**config.mk**
```make
export PLATFORM = sky130hd
export DESIGN_NAME = bpfa_ctrl
export DESIGN_NICKNAME = d
export VERILOG_FILES = /design/src/rtl/core/bpfa_pkg.sv /design/src/rtl/core/bpfa_ctrl.sv
export SDC_FILE = /design/constraint.sdc
export NUM_CORES = 1
export LEC_CHECK = 0
export BUFFER_PORTS_ARGS = -buffer_cell sky130_fd_sc_hd__clkbuf_2
export CAP_MARGIN = 10
export CORE_ASPECT_RATIO = 1.1
export CORE_MARGIN = 2
export CORE_UTILIZATION = 30
export DETAILED_ROUTE_END_ITERATION = 12
export SLEW_MARGIN = 30
export SYNTH_ARGS = -nofsm -noshare
export SYNTH_HDL_FRONTEND = slang
export SYNTH_SLANG_ARGS = --single-unit
export TNS_END_PERCENT = 10
```
**constraint.sdc**
```tcl
create_clock -name clk_i -period 1.31 [get_ports clk_i]
set_clock_uncertainty 0.05 [all_clocks]
set_input_delay 0.1965 -clock clk_i [delete_from_list [all_inputs] [get_ports clk_i]]
set_output_delay 0.1965 -clock clk_i [all_outputs]
set_load 0.02 [all_outputs]
```
**src/rtl/core/bpfa_pkg.sv**
```systemverilog
// Package for the bitmap page frame allocator: sizes, operation and status codes,
// and the command/status structs between controller and datapath. No dependencies.
`timescale 1ns / 1ps

package bpfa_pkg;

  localparam int NUM_PAGES     = 4096;
  localparam int PAGE_BYTES    = 4096;
  localparam int BITS_PER_BYTE = 8;
  localparam int PAGE_SHIFT    = $clog2(PAGE_BYTES);
  localparam int ADDR_W        = 32;
  localparam int PFN_W         = ADDR_W - PAGE_SHIFT;
  localparam int WORD_W        = 64;
  localparam int NUM_WORDS     = NUM_PAGES / WORD_W;
  localparam int WORD_IDX_W    = $clog2(NUM_WORDS);
  localparam int BIT_IDX_W     = $clog2(WORD_W);
  localparam int PAGE_IDX_W    = $clog2(NUM_PAGES);
  localparam int PAGE_CNT_W    = PAGE_IDX_W + 1;
  localparam int MODE_W        = 2;
  localparam int STATUS_W      = 3;
  localparam int CFG_IDX_W     = 1;

  localparam logic [MODE_W-1:0] MODE_INIT  = 2'd0;
  localparam logic [MODE_W-1:0] MODE_ALLOC = 2'd1;
  localparam logic [MODE_W-1:0] MODE_FREE  = 2'd2;

  localparam logic [STATUS_W-1:0] ST_OK        = 3'd0;
  localparam logic [STATUS_W-1:0] ST_OOM       = 3'd1;
  localparam logic [STATUS_W-1:0] ST_BELOW     = 3'd2;
  localparam logic [STATUS_W-1:0] ST_UNALIGNED = 3'd3;
  localparam logic [STATUS_W-1:0] ST_RANGE     = 3'd4;
  localparam logic [STATUS_W-1:0] ST_DOUBLE    = 3'd5;

  localparam logic [CFG_IDX_W-1:0] CFG_KERNEL_END = 1'd0;
  localparam logic [CFG_IDX_W-1:0] CFG_MEMORY_END = 1'd1;

  typedef struct packed {
    logic                acc;
    logic                init_base;
    logic                init_cnt;
    logic                init_bm;
    logic                init_map;
    logic                al_rd;
    logic                al_bit;
    logic                al_wr;
    logic                fr_sub;
    logic                fr_rd;
    logic                fr_wr;
    logic                out_ld;
    logic [STATUS_W-1:0] out_status;
    logic                out_use_addr;
  } cmd_t;

  typedef struct packed {
    logic sum_any;
    logic below;
    logic unaligned;
    logic out_range;
    logic bit_free;
  } sts_t;

endpackage

```
**src/rtl/core/bpfa_ctrl.sv**
```systemverilog
// Allocator controller: sequences init, alloc and free over the datapath and
// owns the result valid flag. Uses bpfa_pkg.
`timescale 1ns / 1ps

module bpfa_ctrl (
  input  logic                         clk_i,
  input  logic                         rst_ni,
  input  logic                         in_valid_i,
  input  logic [bpfa_pkg::MODE_W-1:0]  in_mode_i,
  output logic                         in_ready_o,
  input  logic                         out_ready_i,
  output logic                         out_valid_o,
  input  bpfa_pkg::sts_t               sts_i,
  output bpfa_pkg::cmd_t               cmd_o
);

  localparam logic [3:0] S_IDLE      = 4'd0;
  localparam logic [3:0] S_INIT_BASE = 4'd1;
  localparam logic [3:0] S_INIT_CNT  = 4'd2;
  localparam logic [3:0] S_INIT_BM   = 4'd3;
  localparam logic [3:0] S_INIT_MAP  = 4'd4;
  localparam logic [3:0] S_AL_FIND   = 4'd5;
  localparam logic [3:0] S_AL_BIT    = 4'd6;
  localparam logic [3:0] S_AL_WR     = 4'd7;
  localparam logic [3:0] S_FR_SUB    = 4'd8;
  localparam logic [3:0] S_FR_CHK    = 4'd9;
  localparam logic [3:0] S_FR_BIT    = 4'd10;
  localparam logic [3:0] S_DONE      = 4'd11;

  logic [3:0] state_q, state_d;
  logic       out_valid_q, out_valid_d;
  logic [bpfa_pkg::STATUS_W-1:0] status_q, status_d;
  logic       use_addr_q, use_addr_d;

  always_comb begin
    state_d    = state_q;
    status_d   = status_q;
    use_addr_d = use_addr_q;
    cmd_o      = '0;
    in_ready_o = 1'b0;

    unique case (state_q)
      S_IDLE: begin
        in_ready_o = 1'b1;
        if (in_valid_i) begin
          cmd_o.acc  = 1'b1;
          status_d   = bpfa_pkg::ST_OK;
          use_addr_d = 1'b0;
          unique case (in_mode_i)
            bpfa_pkg::MODE_INIT:  state_d = S_INIT_BASE;
            bpfa_pkg::MODE_ALLOC: state_d = S_AL_FIND;
            bpfa_pkg::MODE_FREE:  state_d = S_FR_SUB;
            default:              state_d = S_DONE;
          endcase
        end
      end
      S_INIT_BASE: begin
        cmd_o.init_base = 1'b1;
        state_d = S_INIT_CNT;
      end
      S_INIT_CNT: begin
        cmd_o.init_cnt = 1'b1;
        state_d = S_INIT_BM;
      end
      S_INIT_BM: begin
        cmd_o.init_bm = 1'b1;
        state_d = S_INIT_MAP;
      end
      S_INIT_MAP: begin
        cmd_o.init_map = 1'b1;
        state_d = S_DONE;
      end
      S_AL_FIND: begin
        if (!sts_i.sum_any) begin
          status_d = bpfa_pkg::ST_OOM;
          state_d  = S_DONE;
        end else begin
          cmd_o.al_rd = 1'b1;
          state_d = S_AL_BIT;
        end
      end
      S_AL_BIT: begin
        cmd_o.al_bit = 1'b1;
        state_d = S_AL_WR;
      end
      S_AL_WR: begin
        cmd_o.al_wr = 1'b1;
        use_addr_d  = 1'b1;
        state_d     = S_DONE;
      end
      S_FR_SUB: begin
        cmd_o.fr_sub = 1'b1;
        state_d = S_FR_CHK;
      end
      S_FR_CHK: begin
        if (sts_i.below) begin
          status_d = bpfa_pkg::ST_BELOW;
          state_d  = S_DONE;
        end else if (sts_i.unaligned) begin
          status_d = bpfa_pkg::ST_UNALIGNED;
          state_d  = S_DONE;
        end else if (sts_i.out_range) begin
          status_d = bpfa_pkg::ST_RANGE;
          state_d  = S_DONE;
        end else begin
          cmd_o.fr_rd = 1'b1;
          state_d = S_FR_BIT;
        end
      end
      S_FR_BIT: begin
        if (sts_i.bit_free) begin
          status_d = bpfa_pkg::ST_DOUBLE;
        end else begin
          cmd_o.fr_wr = 1'b1;
        end
        state_d = S_DONE;
      end
      S_DONE: begin
        if (!out_valid_q || out_ready_i) begin
          cmd_o.out_ld = 1'b1;
          state_d = S_IDLE;
        end
      end
      default: state_d = S_IDLE;
    endcase

    cmd_o.out_status   = status_q;
    cmd_o.out_use_addr = use_addr_q;

    if (cmd_o.out_ld) begin
      out_valid_d = 1'b1;
    end else if (out_ready_i) begin
      out_valid_d = 1'b0;
    end else begin
      out_valid_d = out_valid_q;
    end
  end

  always_ff @(posedge clk_i or negedge rst_ni) begin
    if (!rst_ni) begin
      state_q     <= S_IDLE;
      out_valid_q <= 1'b0;
      status_q    <= bpfa_pkg::ST_OK;
      use_addr_q  <= 1'b0;
    end else begin
      state_q     <= state_d;
      out_valid_q <= out_valid_d;
      status_q    <= status_d;
      use_addr_q  <= use_addr_d;
    end
  end

  assign out_valid_o = out_valid_q;

endmodule

```
Yosys cells after proc, flatten, opt, wreduce, memory -nomap -nowiden
Cells that the tools add are included.
Word-level totals
  output and inout bits: 18
  input port bits: 11
  register bits: 9
Operators by class
  reduce and logical (&&, ||, !) cells: 11
  muxes and demuxes: 39
  equality and inequality tests: 18
Operator list (number)
  $pmux 4 s10: 1
  $mux 1: 24
  $mux 4: 5
  $mux 3: 6
  $eq 4x3->1 const B: 4
  $eq 4x4->1 const B: 4
  $pmux 3 s4: 1
  $pmux 4 s3: 1
  $eq 4x2->1 const B: 2
  $ne 2x2->1 const B: 4
  $reduce_and 5->1: 1
  $eq 4x1->1 const B: 1
  $logic_not 4->1: 1
  $ne 4x4->1 const B: 1
  $reduce_and 2->1: 2
  $reduce_bool 2->1: 2
  $reduce_bool 4->1: 1
  $reduce_or 3->1: 1
  $eq 2x1->1 const B: 1
  $eq 2x2->1 const B: 1
  $logic_not 2->1: 1
  $pmux 1 s2: 1
  $logic_not 1->1: 1
  $logic_or 1x1->1: 1

Logic depth before layout (Yosys ltp)
Gate-level depths: netlist of the first run.
  word-level depth: 5
  mapped depth: 6

Worst setup path after synthesis of the first run
OpenSTA, ideal clock, no wires.
  path type: register -> register
  start: reg state_q[2]
  end: reg use_addr_q
  data required time: 1.124 ns
  cell stages (with the launch flop): 7
  setup slack: -0.250 ns
  buffers on the path: 1
  arrival time: 1.374 ns
  path through: dfrtp_1 buf_2 nor2_1 nand2_1 inv_1 and2_1 o22ai_1
On the way
  cells in the longest elaborated chain, start to end: 3
  elaborated cells between the ends (all ways): 6
RTL lines
  start: declaration: RTL line bpfa_ctrl.sv:30  | logic [3:0] state_q, state_d;
  start signal: assignment: RTL line bpfa_ctrl.sv:146  | state_q <= state_d;
  $eq 4x3->1 or $logic_not 4->1 (tied branches): RTL line bpfa_ctrl.sv:42  | unique case (state_q)
  $reduce_bool 2->1 (no source line) or $ne 2x2->1 (tied branches)
  $reduce_and 2->1 (no source line)
  end signal: assignment: RTL line bpfa_ctrl.sv:149  | use_addr_q <= use_addr_d;
  end: declaration: RTL line bpfa_ctrl.sv:33  | logic use_addr_q, use_addr_d;
Parallel ways exist; a longest one is shown, timed or not.
A chain may end at the register's enable or synchronous reset.

==> results of run 1 <==
## cell usage in the layout, fill, tap and decap left out, drive strengths merged
cell type and n:
and2 1, o221a 1, a2bb2oi 1, inv 6
dlygate4sd3 1, o31ai 1, o21ai 9, a21oi 3
buf 56, a31oi 2, nand3 3, o32a 2
nor2b 2, nand2b 5, a22oi 1, or3 2
o21a 1, dfrtp 9, xor2 1, a2111oi 1
nand2 7, clkbuf 19, or2 1, o22ai 2
nor2 13, nor3 7, nand4bb 1, xnor2 1
o211ai 1, o2bb2ai 3, and3 1
## worst min-delay path, cell delays in order
cell      delay [ns]
clkbuf_2        0.07
nand2b_1        0.12
nand2_1         0.06
## per-stage QoR
| step | hold slack, ns | area (µm²) | setup slack, ns |
|---|---|---|---|
| final | 0.158 | 1520 | -0.363 |
| after detailed placement | 0.0292 | 1080 | -0.231 |
| after global routing | 0.191 | 1520 | -0.405 |
| after global placement | 0.0191 | 1080 | -0.214 |
| after CTS | 0.159 | 1400 | -0.324 |
| after floorplan | -0.149 | 747 | -0.122 |
## metal layers
| layer | global-route usage (%) | up-vias |
|---|---|---|
| met2 | 36.4 | 44 |
| li1 | - | 481 |
| met1 | 23.1 | 510 |
| met5 | 0 | - |
| met3 | 3.23 | 9 |
| met4 | 12.8 | 0 |
## sequential cells by signal (all words and copies together), names as in the netlist
register	cells
state_q	4
use_addr_q	1
out_valid_o	1
status_q	3
## final timing paths
kind / startpoint / to / slack (ns) / cells past startpoint
worst max-delay path: state_q[1] / cmd_o[15] / -0.36 / 6
worst min-delay path: out_ready_i / out_valid_o / 0.16 / 3
worst max register to register: state_q[1] / state_q[2] / -0.26 / 7
worst min register to register: status_q[0] / status_q[0] / 0.45 / 1
max in group asynchronous: rst_ni / state_q[1] / 0.71 / 2
min in group asynchronous: rst_ni / use_addr_q / 0.27 / 2
## power by group
| group | switching (mW) | leakage [nW] | internal, mW |
|---|---|---|---|
| combinational | 1.39 | 0.593 | 1.54 |
| sequential | 0.174 | 0.111 | 0.405 |
| clock | 0.117 | 0.0150 | 0.118 |
| total | 1.68 | 0.719 | 2.07 |
## cell families (layout without fill, tap and decap cells)
group | after synthesis | after routing | share of synthesized area (%)
buf+inv | 16 | 82 | 10.9
flops | 9 | 9 | 30.3
compound gates | 28 | 28 | 26.3
simple gates | 43 | 43 | 30.1
xor+xnor | 2 | 2 | 2.36
## repair_timing
item,4_1_cts,5_1_grt
setup buffers,13,2
setup endpoints to repair,21,20
hold endpoints to repair,9,0
pin swaps,10,11
gates resized for setup,47,45
hold buffers,1,0
## cell type report
class | count | area, µm²
clock buffers | 4 | 26.3
repair buffers | 72 | 589
well taps | 30 | 37.5
inverters | 6 | 22.5
multi-input cells | 73 | 614
flip-flops and latches | 9 | 230
fillers | 188 | 777
==> flow_summary.json, run 1 <==
{
  "synth_top_area_share_pct": 30.3,
  "postLayoutCoreUtil_pct": 66.2,
  "yosysTopAreaCell": "dfrtp_1",
  "synth.net_count": 109,
  "worstPathRequired_ns": 1.06,
  "cts_root_buffer": "clkbuf_4",
  "setup_viol": 20,
  "rsz0062_at_grt": "true",
  "async_reset_ff_share_pct": 100,
  "vdd_drop_max_mv": 1.48,
  "path_delay_family": "flip-flops",
  "drc": 0,
  "syn_inst": 98,
  "finalHoldViolCount": 0,
  "netlist_area_um2": 743,
  "max_cap_violations": 0,
  "synth_flop_cell": "dfrtp_1",
  "yosys-top-cells-count": "13 x nor2_1, 9 x dfrtp_1, 9 x o21ai_0",
  "clk_latency_ns": 0.28,
  "clock-sinks": 9,
  "grt.total_usage_pct": 20.9,
  "path_buf_inv": 3,
  "synth.area.top_cells": "dfrtp_1 30%, nor2_1 6.6%, o21ai_0 6.1%",
  "fmax_ghz": 0.598,
  "leakage_nw": 0.719,
  "critPathCaptureType": "primary output",
  "drtIter0Drc": 32,
  "crit_arrival_ns": 1.43,
  "vias": 1044,
  "wl_mm": 3.14,
  "status": "finished with violations",
  "insertedDiodeCount": 0,
  "wl_met3_um": 162,
  "core_um2": 2300,
  "finalPower_mw": 3.75,
  "yosysMostFrequentCell": "nor2_1",
  "cts_max_path_buffers": 2,
  "start_kind": "register",
  "hpwlAfterDp_mm": 1.79,
  "layout_setup_ws_ns": -0.363,
  "max_stage_delay_ns": 0.45,
  "met1Wirelength_mm": 1.20,
  "highest_layer": "met4",
  "period_minus_slack_ns": 1.67,
  "initial_core_util_pct": 32.4,
  "worstSetupPathType": "register to primary output",
  "syn-mean-instance-area_um2": 7.58,
  "fin_cells": 194,
  "timing.final.crit_share_pct": 128,
  "tightest_slew_ns": 0.342,
  "slowest_stage": "dfrtp_2",
  "grt_pass1_vias": 1019,
  "power.density_nw_per_um2": 2470,
  "grt_max_degree": 10,
  "drtPass1Iterations": 4,
  "die_y_um": 56.2,
  "io_pins": 29,
  "num-nets-final": 176,
  "synth-seq-area-share_pct": 30.3,
  "synth-seq-cells": 9,
  "overflow": 0,
  "area_growth_pct": 105,
  "yosysWarnings": 0,
  "violations": "setup timing",
  "worstPathMaxFanout": 4,
  "rows": 18,
  "avgRoutedWirePerCell_um": 16.2,
  "synth-edff-count": 0,
  "yosys.cell_types.count": 33,
  "viasPerCell": 5.38,
  "antenna_found_initial": 0,
  "wl_met2_mm": 1.69,
  "hold_class": "input pin to register",
  "fp.dieW_um": 51.5,
  "cts_tree": "done",
  "path_clk_slew_ns": 0.06,
  "ant_nets": 0,
  "fin_tns_setup_ns": -4.86,
  "gp_congestion": 0.894,
  "cts.htree.levels": 1,
  "slew_headroom_pct": 77.2,
  "slew_viol_final": 0,
  "die_area_um2": 2890,
  "drive_gt1_share_pct": 70.1,
  "place_inst": 175,
  "grt_pass1_wl_mm": 4.57,
  "port_buffers": 28,
  "cp_cell_sequence": "buf_4 -> nor2_2 -> nand2_2 -> inv_2 -> and2_4 -> buf_8",
  "cts_buffers": 3
}
(Power assumes the default switching activity.)
==> run 2: changes to the inputs <==
Settings changed: CTS_BUF_LIST set to sky130_fd_sc_hd__clkbuf_8.
==> run 2 against run 1 <==
  * Critical endpoint is now cmd_o[5]
  * Register-to-register slack barely moved
  * Power fell by 1.0%
  * Hold slack improved by 0.036 ns
  * Wire length fell by 5.8%
  * Sequential power fell by 1%
  * Non-clock buffer count fell by 2
  * The run still ends with setup timing left
  * Via count fell by 2.3%
==> flow_summary.json, run 2 (synthesis gave the netlist of run 1 again) <==
{
  "die_area_um2": 2890,
  "start_kind": "register",
  "initial_core_util_pct": 32.4,
  "slowest_stage": "dfrtp_2",
  "area_growth_pct": 101,
  "layout_setup_ws_ns": -0.313,
  "final_common_cell": "buf_4",
  "power.density_nw_per_um2": 2480,
  "drc": 0,
  "hold_class": "input pin to register",
  "reg_top3": "state_q: 4 flops, status_q: 3 flops",
  "timing.final.crit_share_pct": 124,
  "die_y_um": 56.2,
  "design_area_um2": 1500,
  "vias": 1020,
  "final_cell_mix": "40 x buf_4, 15 x clkbuf_2, 9 x buf_6",
  "tightest_slew_ns": 0.366,
  "setup_viol": 20,
  "rows": 18,
  "violations": "setup timing",
  "period_minus_slack_ns": 1.62,
  "drtPass1Iterations": 4,
  "core_um2": 2300,
  "drtIter0Drc": 36,
  "clock-sinks": 9,
  "path_delay_family": "flip-flops",
  "drive_gt1_share_pct": 66.7,
  "worstPathMaxFanout": 6,
  "fp.dieW_um": 51.5,
  "cts_root_buffer": "clkbuf_8",
  "cts_tree": "done",
  "port_buffers": 28,
  "clk_latency_ns": 0.24,
  "grt_pass1_vias": 992,
  "antenna_found_initial": 0,
  "crit_top_cell": "buf_4",
  "largest_register": "state_q",
  "ant_nets": 0,
  "max_stage_delay_ns": 0.45,
  "io_pins": 29,
  "overflow": 0,
  "largest_register_ff_count": 4,
  "fmax_ghz": 0.616,
  "fin_tns_setup_ns": -4.26,
  "cts_max_path_buffers": 2,
  "hpwlAfterDp_mm": 1.79,
  "num-nets-final": 174,
  "cts_buffers": 3,
  "viasPerCell": 5.31,
  "leakage_nw": 0.710,
  "place_area_um2": 1080,
  "worstPathRequired_ns": 1.06,
  "gp_congestion": 0.894,
  "cp_cell_sequence": "buf_4 -> buf_4 -> nand4bb_4 -> nor2_4 -> clkbuf_8",
  "fin_cells": 192,
  "path_clk_slew_ns": 0.05,
  "rsz0062_at_grt": "true",
  "fillers": 183,
  "grt_max_degree": 10,
  "path_buf_inv": 3,
  "max_cap_violations": 0,
  "finalHoldViolCount": 0,
  "cts.htree.levels": 1,
  "vdd_drop_max_mv": 1.59,
  "status": "finished with violations",
  "avgRoutedWirePerCell_um": 15.4,
  "crit_arrival_ns": 1.38,
  "slew_viol_final": 0,
  "grt_pass1_wl_mm": 4.53,
  "insertedDiodeCount": 0,
  "critPathCaptureType": "primary output",
  "slew_headroom_pct": 75.5,
  "place_inst": 175,
  "worstSetupPathType": "register to primary output",
  "grt.total_usage_pct": 20.6,
  "hold_slack_ns": 0.195,
  "finalPower_mw": 3.71,
  "wl_mm": 2.96
}
## run 2: final timing paths
check	cells after the start	start	endpoint	slack, ns
max in group asynchronous	2	rst_ni	state_q[0]	0.67
worst max register to register	7	state_q[1]	state_q[2]	-0.25
worst min register to register	1	status_q[0]	status_q[0]	0.44
worst max-delay path	5	state_q[3]	cmd_o[5]	-0.31
worst min-delay path	3	out_ready_i	out_valid_o	0.19
min in group asynchronous	2	rst_ni	state_q[2]	0.31
## run 2: layout make-up
cell class                      instances  area [µm²]  share of cell area, %
Clock buffer                            3        41.3                   2.76
Sequential cell                         9         230                   15.4
Tap cell                               30        37.5                   2.51
Timing Repair Buffer                   70         566                   37.8
Clock inverter                          1        3.75                  0.251
Inverter                                6        25.0                   1.67
Multi-Input combinational cell         73         592                   39.6
## run 2: per-stage QoR
| stage | worst slack, ns | utilization [%] |
|---|---|---|
| 6_report | -0.313 | 65.1 |
| 2_1_floorplan | -0.122 | - |
| 3_5_place_dp | -0.231 | 47.2 |
| 5_1_grt | -0.353 | 65.1 |
| 3_3_place_gp | -0.214 | 47.2 |
| 4_1_cts | -0.293 | 60.5 |
## run 2: repair_timing
item | CTS | global route
buffers inserted | 10 | 2
hold buffers | 1 | 0
gates resized for setup | 45 | 40
setup endpoints to repair | 21 | 20
hold endpoints to repair | 9 | 0
pin swaps | 9 | 10
## run 2: routing by layer
metal / GRT usage (%) / up-vias / routed length (µm)
met3: 1.61 / 13 / 128
met4: 9.40 / 0 / 129
met1: 24.3 / 493 / 1180
met5: 0 / - / 0
met2: 36.6 / 42 / 1520
li1: - / 472 / -
## run 2: tightest hold or removal path, delay by kind of cell
family                 cells  cell delay [ns]
buffers and inverters      1             0.07
AND/OR/NAND/NOR            2             0.18
## run 2: power breakdown
part           leakage (nW)  internal, mW  switching [mW]
combinational         0.572          1.47            1.34
clock                0.0269         0.206           0.127
sequential            0.111         0.406           0.166
